<file path="src/hw/rtl/assert_macros.svh">
// Assertion macros shared by the RTL of the passive-mode address parser.
// Define NO_ASSERTIONS to compile every use to nothing.
`ifndef ASSERT_MACROS_SVH
`define ASSERT_MACROS_SVH

`ifndef NO_ASSERTIONS

// Check a property on every clock edge outside reset.
`define ASSERT_NRST(label, clk, rst_n, prop) \
  label: assert property (@(posedge clk) disable iff (!rst_n) (prop)) \
    else $error("assertion failed");

// Check that a condition implies a consequence in the same cycle.
`define ASSERT_NRST_IMPL(label, clk, rst_n, pre, post) \
  label: assert property (@(posedge clk) disable iff (!rst_n) (pre) |-> (post)) \
    else $error("assertion failed");

`else

`define ASSERT_NRST(label, clk, rst_n, prop)
`define ASSERT_NRST_IMPL(label, clk, rst_n, pre, post)

`endif

`endif

</file>
<file path="src/hw/rtl/pmap_pkg.sv">
// Package of the passive-mode address parser: phase and radix codes,
// character constants and part limits. No dependencies.
`timescale 1ns / 1ps
`default_nettype none

package pmap_pkg;

  // Parser phase
  typedef enum logic [2:0] {
    PH_SEEK      = 3'd0,
    PH_ADDR      = 3'd1,
    PH_HI_FIRST  = 3'd2,
    PH_HI_DIGITS = 3'd3,
    PH_SKIP      = 3'd4,
    PH_LO_FIRST  = 3'd5,
    PH_LO_DIGITS = 3'd6,
    PH_DONE      = 3'd7
  } phase_e;

  // Radix of the address part being read
  typedef enum logic [1:0] {
    RADIX_DEC  = 2'd0,
    RADIX_OCT  = 2'd1,
    RADIX_HEX  = 2'd2,
    RADIX_ZERO = 2'd3
  } radix_e;

  localparam logic [7:0] CHAR_OPEN    = 8'h28;  // '('
  localparam logic [7:0] CHAR_COMMA   = 8'h2C;  // ','
  localparam logic [7:0] CHAR_ZERO    = 8'h30;  // '0'
  localparam logic [7:0] CHAR_EIGHT   = 8'h38;  // '8'
  localparam logic [7:0] CHAR_LOWER_X = 8'h78;  // 'x'
  localparam logic [7:0] CHAR_UPPER_X = 8'h58;  // 'X'

  localparam logic [8:0] PART_LIMIT = 9'd256;
  localparam logic [1:0] PART_LAST  = 2'd3;

endpackage

`default_nettype wire

</file>
<file path="src/hw/rtl/passive_mode_address_parser.sv">
// Passive-mode reply address parser: character input register, parse state
// and result register. Depends on pmap_pkg and assert_macros.svh.
//
//   channel  | handshake        | payload
//   ---------+------------------+--------------------------------------
//   request  | valid_i, stall_o | character_i, final_char_i
//   result   | valid_o, stall_i | ok_o, ip_address_o, port_number_o
//
// One character is taken per cycle while stall_o is low; the parse state
// is registered. A result is valid once its final character has passed
// the input register and then the result register.
// Reset clears phase, counters, error flag and both valid flags.
// A stalled result holds only a final character in the input register;
// other characters keep flowing, so stall_o rises only in that case.
`timescale 1ns / 1ps
`default_nettype none
`include "assert_macros.svh"

module passive_mode_address_parser (
  input  wire logic        clk_i,
  input  wire logic        rst_ni,
  input  wire logic        valid_i,
  output logic             stall_o,
  input  wire logic [7:0]  character_i,
  input  wire logic        final_char_i,
  output logic             valid_o,
  input  wire logic        stall_i,
  output logic             ok_o,
  output logic [31:0]      ip_address_o,
  output logic [15:0]      port_number_o
);
  import pmap_pkg::*;

  // Character decode helpers
  function automatic logic is_dec(input logic [7:0] c);
    return c inside {[8'h30:8'h39]};
  endfunction

  function automatic logic is_hex(input logic [7:0] c);
    return c inside {[8'h30:8'h39], [8'h41:8'h46], [8'h61:8'h66]};
  endfunction

  function automatic logic [3:0] hex_digit(input logic [7:0] c);
    logic [3:0] d;
    if (is_dec(c)) begin
      d = c[3:0];
    end else begin
      d = c[3:0] + 4'd9;  // 'a'/'A' have low nibble 1
    end
    return d;
  endfunction

  function automatic logic [8:0] sat_part(input logic [12:0] v);
    return (v > {4'd0, PART_LIMIT}) ? PART_LIMIT : v[8:0];
  endfunction

  // Input register
  logic       s1_valid_q;
  logic [7:0] s1_char_q;
  logic       s1_final_q;

  // Parse state
  phase_e      phase_q, phase_d;
  logic [1:0]  part_index_q, part_index_d;
  logic [8:0]  part_value_q, part_value_d;
  radix_e      part_radix_q, part_radix_d;
  logic        part_has_digit_q, part_has_digit_d;
  logic [31:0] address_q, address_d;
  logic [7:0]  port_high_q, port_high_d;
  logic [7:0]  port_low_q, port_low_d;
  logic        error_q, error_d;

  // Result register
  logic        out_valid_q;
  logic        ok_q, ok_d;
  logic [31:0] ip_q, ip_d;
  logic [15:0] port_q, port_d;

  logic out_free;
  logic s1_go;
  logic in_accept;

  // Handshake: a final character waits for a free result slot
  assign out_free  = !out_valid_q || !stall_i;
  assign s1_go     = s1_valid_q && (!s1_final_q || out_free);
  assign stall_o   = s1_valid_q && !s1_go;
  assign in_accept = valid_i && !stall_o;

  // Capture the incoming request
  always_ff @(posedge clk_i or negedge rst_ni) begin
    if (!rst_ni) begin
      s1_valid_q <= 1'b0;
    end else if (in_accept) begin
      s1_valid_q <= 1'b1;
    end else if (s1_go) begin
      s1_valid_q <= 1'b0;
    end
  end

  always_ff @(posedge clk_i) begin
    if (in_accept) begin
      s1_char_q  <= character_i;
      s1_final_q <= final_char_i;
    end
  end

  // Multiply-add candidates for the address part and the port bytes
  logic [12:0] acc_dec, acc_oct, acc_hex;
  logic [11:0] hi_mac, lo_mac;

  assign acc_dec = {1'b0, part_value_q, 3'd0} + {3'd0, part_value_q, 1'b0}
                 + {9'd0, s1_char_q[3:0]};
  assign acc_oct = {1'b0, part_value_q, 3'd0} + {9'd0, s1_char_q[3:0]};
  assign acc_hex = {part_value_q, 4'd0} + {9'd0, hex_digit(s1_char_q)};
  assign hi_mac  = {1'b0, port_high_q, 3'd0} + {3'd0, port_high_q, 1'b0}
                 + {8'd0, s1_char_q[3:0]};
  assign lo_mac  = {1'b0, port_low_q, 3'd0} + {3'd0, port_low_q, 1'b0}
                 + {8'd0, s1_char_q[3:0]};

  // Advance the parse state by one character
  always_comb begin
    phase_d          = phase_q;
    part_index_d     = part_index_q;
    part_value_d     = part_value_q;
    part_radix_d     = part_radix_q;
    part_has_digit_d = part_has_digit_q;
    address_d        = address_q;
    port_high_d      = port_high_q;
    port_low_d       = port_low_q;
    error_d          = error_q;

    if (!error_q) begin
      case (phase_q)
        PH_SEEK: begin
          if (s1_char_q == CHAR_OPEN) phase_d = PH_ADDR;
        end
        PH_ADDR: begin
          if (!part_has_digit_q) begin
            if (!is_dec(s1_char_q)) begin
              error_d = 1'b1;
            end else begin
              part_has_digit_d = 1'b1;
              part_value_d     = {5'd0, s1_char_q[3:0]};
              part_radix_d     = (s1_char_q == CHAR_ZERO) ? RADIX_ZERO : RADIX_DEC;
            end
          end else if (s1_char_q == CHAR_COMMA) begin
            if (part_value_q >= PART_LIMIT) begin
              error_d = 1'b1;
            end else begin
              address_d        = {address_q[23:0], part_value_q[7:0]};
              part_value_d     = 9'd0;
              part_radix_d     = RADIX_DEC;
              part_has_digit_d = 1'b0;
              if (part_index_q == PART_LAST) begin
                part_index_d = 2'd0;
                phase_d      = PH_HI_FIRST;
              end else begin
                part_index_d = part_index_q + 2'd1;
              end
            end
          end else if (part_radix_q == RADIX_ZERO &&
                       (s1_char_q == CHAR_LOWER_X || s1_char_q == CHAR_UPPER_X)) begin
            part_radix_d = RADIX_HEX;
          end else if (part_radix_q == RADIX_HEX) begin
            if (!is_hex(s1_char_q)) error_d = 1'b1;
            else                    part_value_d = sat_part(acc_hex);
          end else if (!is_dec(s1_char_q)) begin
            error_d = 1'b1;
          end else if (part_radix_q == RADIX_DEC) begin
            part_value_d = sat_part(acc_dec);
          end else if (s1_char_q >= CHAR_EIGHT) begin
            // octal part, possibly just after the leading zero
            error_d = 1'b1;
          end else begin
            part_radix_d = RADIX_OCT;
            part_value_d = sat_part(acc_oct);
          end
        end
        PH_HI_FIRST: begin
          if (!is_dec(s1_char_q)) begin
            error_d = 1'b1;
          end else begin
            port_high_d = {4'd0, s1_char_q[3:0]};
            phase_d     = PH_HI_DIGITS;
          end
        end
        PH_HI_DIGITS: begin
          if (is_dec(s1_char_q)) begin
            port_high_d = hi_mac[7:0];
          end else begin
            phase_d = (s1_char_q == CHAR_COMMA) ? PH_LO_FIRST : PH_SKIP;
          end
        end
        PH_SKIP: begin
          if (s1_char_q == CHAR_COMMA) phase_d = PH_LO_FIRST;
        end
        PH_LO_FIRST: begin
          if (!is_dec(s1_char_q)) begin
            error_d = 1'b1;
          end else begin
            port_low_d = {4'd0, s1_char_q[3:0]};
            phase_d    = PH_LO_DIGITS;
          end
        end
        PH_LO_DIGITS: begin
          if (is_dec(s1_char_q)) port_low_d = lo_mac[7:0];
          else                   phase_d    = PH_DONE;
        end
        default: begin
        end
      endcase
    end

    // Form the result from the updated state; zero it on error or before the low port byte
    ok_d   = !error_d && (phase_d == PH_LO_DIGITS || phase_d == PH_DONE);
    ip_d   = ok_d ? address_d : 32'd0;
    port_d = ok_d ? {port_high_d, port_low_d} : 16'd0;
  end

  // Hold the parse state; return to reset after the final character
  always_ff @(posedge clk_i or negedge rst_ni) begin
    if (!rst_ni) begin
      phase_q          <= PH_SEEK;
      part_index_q     <= 2'd0;
      part_value_q     <= 9'd0;
      part_radix_q     <= RADIX_DEC;
      part_has_digit_q <= 1'b0;
      address_q        <= 32'd0;
      port_high_q      <= 8'd0;
      port_low_q       <= 8'd0;
      error_q          <= 1'b0;
    end else if (s1_go) begin
      if (s1_final_q) begin
        phase_q          <= PH_SEEK;
        part_index_q     <= 2'd0;
        part_value_q     <= 9'd0;
        part_radix_q     <= RADIX_DEC;
        part_has_digit_q <= 1'b0;
        address_q        <= 32'd0;
        port_high_q      <= 8'd0;
        port_low_q       <= 8'd0;
        error_q          <= 1'b0;
      end else begin
        phase_q          <= phase_d;
        part_index_q     <= part_index_d;
        part_value_q     <= part_value_d;
        part_radix_q     <= part_radix_d;
        part_has_digit_q <= part_has_digit_d;
        address_q        <= address_d;
        port_high_q      <= port_high_d;
        port_low_q       <= port_low_d;
        error_q          <= error_d;
      end
    end
  end

  // Load the result register; drop valid once taken
  always_ff @(posedge clk_i or negedge rst_ni) begin
    if (!rst_ni) begin
      out_valid_q <= 1'b0;
    end else if (s1_go && s1_final_q) begin
      out_valid_q <= 1'b1;
    end else if (!stall_i) begin
      out_valid_q <= 1'b0;
    end
  end

  always_ff @(posedge clk_i) begin
    if (s1_go && s1_final_q) begin
      ok_q   <= ok_d;
      ip_q   <= ip_d;
      port_q <= port_d;
    end
  end

  assign valid_o       = out_valid_q;
  assign ok_o          = ok_q;
  assign ip_address_o  = ip_q;
  assign port_number_o = port_q;

  // Checks
  `ASSERT_NRST_IMPL(a_err_result_zero, clk_i, rst_ni, valid_o && !ok_o,
                    ip_address_o == 32'd0 && port_number_o == 16'd0)
  `ASSERT_NRST(a_part_saturates, clk_i, rst_ni, part_value_q <= PART_LIMIT)
  `ASSERT_NRST_IMPL(a_final_waits, clk_i, rst_ni,
                    s1_valid_q && s1_final_q && valid_o && stall_i, stall_o)
  `ASSERT_NRST(a_reset_after_final, clk_i, rst_ni,
               (s1_go && s1_final_q) |=> (phase_q == PH_SEEK && !error_q))
  `ASSERT_NRST_IMPL(a_index_in_addr, clk_i, rst_ni, part_index_q != 2'd0,
                    phase_q == PH_ADDR)

endmodule

`default_nettype wire
</file>
<file path="config.mk">
export PLATFORM = sky130hd
export DESIGN_NAME = passive_mode_address_parser
export DESIGN_NICKNAME = d
export VERILOG_FILES = /design/src/hw/rtl/pmap_pkg.sv /design/src/hw/rtl/passive_mode_address_parser.sv
export VERILOG_INCLUDE_DIRS = /design/src /design/src/hw/rtl
export SDC_FILE = /design/constraint.sdc
export NUM_CORES = 1
export LEC_CHECK = 0
export BUFFER_PORTS_ARGS = -buffer_cell sky130_fd_sc_hd__buf_4
export CAP_MARGIN = 20
export CORE_MARGIN = 1
export CORE_UTILIZATION = 30
export DETAILED_ROUTE_END_ITERATION = 8
export GPL_TIMING_DRIVEN = 0
export PLACE_DENSITY = 0.49
export SLEW_MARGIN = 20
export SYNTH_ARGS = -nofsm -noshare
export SYNTH_HDL_FRONTEND = slang
export SYNTH_SLANG_ARGS = --single-unit
</file>
<file path="constraint.sdc">
create_clock -name clk_i -period 9.3 [get_ports clk_i]
set_input_delay 0.93 -clock clk_i [delete_from_list [all_inputs] [get_ports clk_i]]
set_output_delay 0.93 -clock clk_i [all_outputs]
set_load 0.02 [all_outputs]
</file>
Word level (Yosys, flattened, before mapping). Index checks and enable logic that the tools add are counted.

Flip-flop bits (word level): 126. Bits in latches: 0. RAM bits: 0. Bits in read-only memories: 0. Bits of input ports: 13. Output and inout bits: 51. Logic and storage cells: 186. Memories kept: 0.

$add $sub $neg: 10. Multiply operators: 0. Div/mod/pow operators: 0. Order comparisons: 11. Equality and inequality tests: 26. Shift-type cells: 0. Multiplexer cells: 90. Bitwise gates (word level): 0. Reductions and logical operators: 33.

Operator list (count): 2-to-1 mux 32 bit (6); 2-to-1 mux 9 bit (16); 2-to-1 mux 8 bit (8); 2-to-1 mux 2 bit (20); greater-than comparator 13 x 9 -> 1 bit (second input constant) (3); 2-to-1 mux 3 bit (12); one-hot mux 8 bit (2 select lines) (2); adder 13 x 4 -> 13 bit (2); equality test 8 x 6 -> 1 bit (second input constant) (3); 2-to-1 mux 1 bit (23); one-hot mux 3 bit (7 select lines) (1); AND reduction 9 bit (2); adder 8 x 4 -> 8 bit (2); adder 8 bit (2); equality test 8 x 7 -> 1 bit (second input constant) (2); >= comparator 8 x 6 -> 1 bit (second input constant) (2); >= comparator 8 x 7 -> 1 bit (second input constant) (2); less-or-equal comparator 8 x 7 -> 1 bit (second input constant) (2); equality test 3 bit (second input constant) (5); adder 12 x 10 -> 13 bit (1); adder 12 x 4 -> 13 bit (1); != test 6 x 5 -> 1 bit (second input constant) (2); != test 5 x 4 -> 1 bit (second input constant) (2); >= comparator 9 bit (second input constant) (1); 24 further kinds (48).

Logic depth before layout (Yosys ltp).
Depth in word-level cells: 14. Mapped depth: 12. Mapped depth without buffers: 11.

Worst setup path after synthesis. Ideal clock, no wire load.

Path type: reg-to-reg. Start: register s1_char_q[3]. End: register part_value_q[0]. Setup time: 0.092 ns. Arrival: 3.167 ns. Data required time: 9.208 ns. Path slack: 6.041 ns. Stages on the path, launching flop included: 12. Buffers on the path: 0. Period minus slack after synthesis: 3.259 ns. Cell sequence: edfxtp_1 inv_1 fa_1 inv_1 ha_1 a211oi_2 o21ai_0 xnor2_1 o2111ai_2 a2111oi_4 a221oi_2 o31ai_2.

Word-level cells in the longest chain between the ends: 14. Elaborated cells on any way between the ends: 45. Those cells by class: add/sub (4); order compare (10); eq/ne (7); mux (15); reduce/logical (9).

RTL lines: start: declaration (line passive_mode_address_parser.sv:59) `logic [7:0] s1_char_q;`; start signal: assignment (line passive_mode_address_parser.sv:102) `s1_char_q <= character_i;`; >= comparator 8 x 6 -> 1 bit or less-or-equal comparator 8 x 6 -> 1 bit (tied branches) (line passive_mode_address_parser.sv:36, passive_mode_address_parser.sv:40); logical AND 1 bit (line passive_mode_address_parser.sv:36, passive_mode_address_parser.sv:40); 2-to-1 mux 4 bit (line passive_mode_address_parser.sv:45) `if (is_dec(c)) begin`; adder 13 x 4 -> 13 bit (line passive_mode_address_parser.sv:114) `assign acc_hex = {part_value_q, 4'd0} + {9'd0, hex_digit(s1_char_q)};`; greater-than comparator 13 x 9 -> 1 bit (line passive_mode_address_parser.sv:54) `return (v > {4'd0, PART_LIMIT}) ? PART_LIMIT : v[8:0];`; 2-to-1 mux 9 bit (line passive_mode_address_parser.sv:54); 2-to-1 mux 9 bit (line passive_mode_address_parser.sv:165) `if (!is_hex(s1_char_q)) error_d = 1'b1;`; 2-to-1 mux 9 bit (line passive_mode_address_parser.sv:164) `end else if (part_radix_q == RADIX_HEX) begin`; 2-to-1 mux 9 bit (line passive_mode_address_parser.sv:161) `end else if (part_radix_q == RADIX_ZERO &&`; 2-to-1 mux 9 bit (line passive_mode_address_parser.sv:146) `end else if (s1_char_q == CHAR_COMMA) begin`; 2-to-1 mux 9 bit (line passive_mode_address_parser.sv:138) `if (!part_has_digit_q) begin`; 2-to-1 mux 9 bit (line passive_mode_address_parser.sv:133) `case (phase_q)`; 2-to-1 mux 9 bit (line passive_mode_address_parser.sv:132) `if (!error_q) begin`; 2-to-1 mux 9 bit (line passive_mode_address_parser.sv:233) `if (s1_final_q) begin`; end signal: assignment (line passive_mode_address_parser.sv:246) `part_value_q <= part_value_d;`; end: declaration (line passive_mode_address_parser.sv:65) `logic [8:0] part_value_q, part_value_d;`.

Several ways; a longest one is shown, not always the timed one. The select of a mux whose other input is x is not followed. A chain may end at the register's enable or synchronous reset.

Worst setup path after layout.
Start: register s1_char_q[0]. End: register ip_q[0], in the netlist ip_address_o[0], data pin.

Word-level cells in the longest chain between the ends: 12. Elaborated cells on any way between the ends: 48. Those cells by class: order compare (7); eq/ne (6); mux (26); reduce/logical (9).

RTL lines: >= comparator 8 x 6 -> 1 bit (tied with other cells) (line passive_mode_address_parser.sv:171) `end else if (s1_char_q >= CHAR_EIGHT) begin`; 2-to-1 mux 1 bit (tied with other cells) (line passive_mode_address_parser.sv:171); 2-to-1 mux 1 bit or nonzero test 3 bit (tied branches) (line passive_mode_address_parser.sv:169, passive_mode_address_parser.sv:40); 2-to-1 mux 1 bit (on tied branches) (line passive_mode_address_parser.sv:167, passive_mode_address_parser.sv:165); 2-to-1 mux 1 bit (line passive_mode_address_parser.sv:164); 2-to-1 mux 1 bit (line passive_mode_address_parser.sv:161); 2-to-1 mux 1 bit (line passive_mode_address_parser.sv:146); 2-to-1 mux 1 bit (line passive_mode_address_parser.sv:138); one-hot mux 1 bit (2 select lines) (line passive_mode_address_parser.sv:133); 2-to-1 mux 1 bit (line passive_mode_address_parser.sv:132); logical NOT 1 bit (line passive_mode_address_parser.sv:215) `ok_d = !error_d && (phase_d == PH_LO_DIGITS || phase_d == PH_DONE);`; logical AND 1 bit (line passive_mode_address_parser.sv:215); end signal: assignment (line passive_mode_address_parser.sv:271) `ip_q <= ip_d;`; end: declaration (line passive_mode_address_parser.sv:76) `logic [31:0] ip_q, ip_d;`.

Several ways; a longest one is shown, not always the timed one.

==> Flow_metrics.wiki <==
{| class="wikitable"
! Metric !! Value
|-
| Post-Synthesis Cell Area || 0.00781 mm²
|-
| Die area || roughly 0.027 mm²
|-
| Number of enable-type register cells in the synthesized netlist || 58
|-
| Filler cell count in the final layout || about 2.6k
|-
| Cells taking the most area after synthesis || sky130_fd_sc_hd__edfxtp_1 22%, sky130_fd_sc_hd__dfrtp_1 22%, sky130_fd_sc_hd__nand2_1 7.1%
|-
| Later-pin clock latency in the skew report || roughly 0.43 ns
|-
| Max incr delay on CP || 0.65 ns
|-
| Most area-hungry cell type in the Yosys netlist || sky130_fd_sc_hd__edfxtp_1
|-
| Synthesized netlist cell count || about 820
|-
| IO buf count || 63
|-
| Primary flip-flop cell chosen by synthesis mapping || sky130_fd_sc_hd__dfrtp_1
|-
| Pin count of the biggest net entering global routing || 69
|-
| Cells resized by post-CTS repair || 0
|-
| CTS sink cnt || 126
|-
| Core Region || ~0.025 mm²
|-
| Starting utilization of the core area || 30.8%
|-
| Flop pwr share || a little over two fifths
|-
| Final RePlAce weighted congestion || between 0.7 and 0.8
|-
| Ratio of cells with drive above 1 in the final layout || 14.4%
|-
| Global routing usage on met3 || between 2 and 2.5%
|-
| Clock tree from TritonCTS || yes
|-
| Final WS setup || ~5.2 ns
|-
| Total Negative Setup Slacks || 0 ns
|-
| Critical path arrival || between 4 and 5 ns
|-
| Multi-input logic area || around 0.0041 mm²
|-
| Worst path cell trace || clkbuf_1 -> inv_1 -> ha_1 -> o21bai_1 -> a21oi_2 -> a21oi_1 -> or3_1 -> clkbuf_1 -> buf_1 -> a21oi_1
|-
| Sequential cell area || between 0.003 and 0.004 mm²
|-
| Final hold violations || 0
|-
| Routed wirelength normalized by instance count || 17.3 µm
|-
| Clock share of power || 39.1%
|-
| Antenna violations before repair || 0
|-
| Total Nets Final || 967
|-
| Required @ worst endpoint || between 9 and 10 ns
|-
| Seq/Total Area, Yosys || between 40% and 50%
|-
| Number of instances in the placed design || ~1.2k
|-
| CP max stage cell || sky130_fd_sc_hd__buf_1
|-
| CTS max path bufs || 2
|-
| Share of Yosys cell area claimed by the top area cell type || around 22%
|-
| Total of flip-flops plus latches after synthesis || roughly 130
|-
| Leading cell type in the layout, fill and taps excluded || sky130_fd_sc_hd__nand2_1
|-
| Final period util || a little over two fifths
|-
| Clock-pin transition on the worst setup and hold timing paths || around 0.060 ns
|-
| Setup slack at placement || 5.25 ns
|-
| Ant. Diodes || 0
|-
| Number of nets still failing antenna checks after routing || 0
|-
| Period minus WS final || 4.09 ns
|-
| Synthesis-to-layout area growth || 18.7%
|-
| Switching fraction of total power || 32.1%
|-
| Yosys synthesis warning count || 0
|-
| Post-place instance area || slightly below 0.009 mm²
|-
| Number of setup violations in the final report || 0
|-
| Met2 track utilization from global routing || between 20% and 30%
|-
| Max frequency || between 0.2 and 0.25 GHz
|-
| Internal power summed over all cells || approximately 0.0011 W
|-
| Setup Crit Path Kind || flip-flop to flip-flop
|-
| Max-Cap Viols || 0
|-
| Via-per-instance ratio || approximately 5.3
|-
| Largest fanout on the critical path || 10
|-
| Setup crit end kind || flip-flop
|-
| Unique cell type count in the Yosys netlist || 85
|-
| Status || completed
|-
| Headroom to the max-slew limit || between 30 and 40%
|-
| Setup repair after global routing missed its margin || false
|-
| Avg Synthesized Cell Area || 9.51 µm²
|-
| Non-Filler Instances || roughly 1.2k
|-
| Sort of element at the start of the critical path || flip-flop
|-
| Half-perimeter wire length after placement || approximately 15 mm
|-
| Die height || ~160 µm
|-
| Number of buffers added by the clock tree synthesis step || 17
|-
| P_leak || between 3 and 4 nW
|-
| CTS H-Tree Depth || 4
|-
| Overall routed net length || about 22 mm
|-
| Final std cell area, no fill || 0.00927 mm²
|-
| Net switching power figure || about 0.00052 W
|-
| Share of synthesized flip-flops with an asynchronous set or reset || between 50% and 60%
|-
| Number of detailed-routing iterations run before antenna repair || 5
|-
| PD cells || between 150 and 200 mW/mm²
|-
| Combinational Power Share || 17.8%
|-
| Tot GR Track Use || 17.0%
|-
| Transition time at the pin with the least slew margin || between 0.9 and 1 ns
|-
| Number of buffers inserted for hold repair after clock tree synthesis || 0
|-
| Std-Cell Rows || 58
|-
| Post-CTS setup buffer count || 0
|-
| I/O Pins || between 60 and 70
|-
| Hold WC Path Type || flip-flop to flip-flop
|-
| Most frequent cells in the layout || 147 x sky130_fd_sc_hd__nand2_1, 73 x sky130_fd_sc_hd__a21oi_1, 68 x sky130_fd_sc_hd__dfrtp_1, 63 x sky130_fd_sc_hd__buf_4, 60 x sky130_fd_sc_hd__o21ai_0
|-
| Overall overflow remaining after global route || 0
|-
| IR drop worst, VDD || 0.0000880 V
|-
| Pins Over Slew Limit || 0
|-
| Worst setup skew after layout || about 0.0096 ns
|-
| Die X-Extent || ~160 µm
|-
| Syn nets || between 800 and 900
|-
| Vias after detailed routing || between 6k and 7k
|-
| First-pass GRT wire length || 35.0 mm
|-
| Met1 Usage GRT || around 25%
|-
| Clock Tree Root || sky130_fd_sc_hd__clkbuf_16
|-
| DRC marker count from the first detailed-route iteration || 580
|-
| Grt peak-use layer || met2
|-
| Number of global-route vias before repair || roughly 6.3k
|-
| Post-route DRC || 0
|}
==> area by class of cell <==
class,instances,area share (%)
plain buffers,48,2.12
clock buffers,17,4.59
clock inverters,15,1.36
inverters,29,1.17
multi-input cells,618,43.8
flip-flops and latches,126,37.1
well taps,330,4.45
repair buffers,64,5.32
==> final timing paths <==
check	slack (ns)	cells after the start	end	start
max	5.21	10	ip_address_o[0]$_SDFFCE_PN0P_	s1_char_q[0]$_DFFE_PP_
min	0.48	2	address_q[31]$_DFFE_PN0P_	address_q[31]$_DFFE_PN0P_
max reg2reg	5.21	10	ip_address_o[0]$_SDFFCE_PN0P_	s1_char_q[0]$_DFFE_PP_
min reg2reg	0.48	2	address_q[31]$_DFFE_PN0P_	address_q[31]$_DFFE_PN0P_
max in group asynchronous	8.02	1	address_q[9]$_DFFE_PN0P_	rst_ni
min in group asynchronous	0.65	1	port_high_q[4]$_DFFE_PN0P_	rst_ni
==> kinds of logic (layout without fill, tap and decap cells) <==
logic type      after synthesis  after routing  share of synthesized area, %
mux                          10             10                          1.49
compound gates              267            267                          23.0
buf+inv                      77            173                          3.91
xor+xnor                     23             23                          2.58
simple gates                268            268                          16.3
flops                       126            126                          44.1
fa+ha+maj                    50             50                          8.59
==> synthesized netlist by cell type, types with 19 or more instances <==
library cell	instances
sky130_fd_sc_hd__clkbuf_1	37
sky130_fd_sc_hd__dfrtp_1	68
sky130_fd_sc_hd__ha_1	44
sky130_fd_sc_hd__nand2_1	147
sky130_fd_sc_hd__a21boi_0	32
sky130_fd_sc_hd__a21oi_1	73
sky130_fd_sc_hd__o21ai_0	60
sky130_fd_sc_hd__edfxtp_1	58
sky130_fd_sc_hd__xnor2_1	19
sky130_fd_sc_hd__nor2_1	28
sky130_fd_sc_hd__inv_1	28
==> power by group through the flow <==
| stage | clock, W | sequential (W) | combinational, W |
|---|---|---|---|
| final | 0.000638 | 0.000703 | 0.000291 |
| after detailed placement | 0 | 0.000714 | 0.000291 |
| after global routing | 0.000681 | 0.000712 | 0.000330 |
| after CTS | 0.000655 | 0.000704 | 0.000293 |
| after floorplan | 0 | 0.000705 | 0.000201 |
| after global placement | 0 | 0.000714 | 0.000287 |
==> per-stage QoR <==
step | utilization, % | total power [W] | hold slack [ns]
finish | 36.6 | 0.00163 | 0.481
global route | 36.6 | 0.00172 | 0.497
CTS | 36.6 | 0.00165 | 0.486
detailed placement | 34.4 | 0.00101 | 0.471
global placement | 34.3 | 0.00100 | 0.465
floorplan | - | 0.000906 | 0.450
==> worst max-delay path: cells and delay by family (launching register included) <==
| family | cells | cell delay [ns] |
|---|---|---|
| flops | 1 | 0.53 |
| compound gates | 4 | 0.98 |
| simple gates | 1 | 0.11 |
| buf+inv | 4 | 1.88 |
| fa+ha+maj | 1 | 0.28 |
==> layer usage <==
metal / vias to the layer above / part of all wire (%)
li1: 3182 / -
met1: 3162 / 49
met2: 195 / 44
met3: 29 / 5.3
met4: 0 / 1.5
met5: - / 0
==> flip-flops by register name (all words and copies together) (netlist names) <==
register and flops:
part_radix_q 2, s1_final_q 1, s1_char_q 8, part_value_q 9, part_has_digit_q 1, port_number_o 16, port_high_q 8, address_q 32
part_index_q 2, ok_o 1, error_q 1, s1_valid_q 1, port_low_q 8, ip_address_o 32, phase_q 3, valid_o 1
Note: power is estimated with default switching activity, not from simulation.
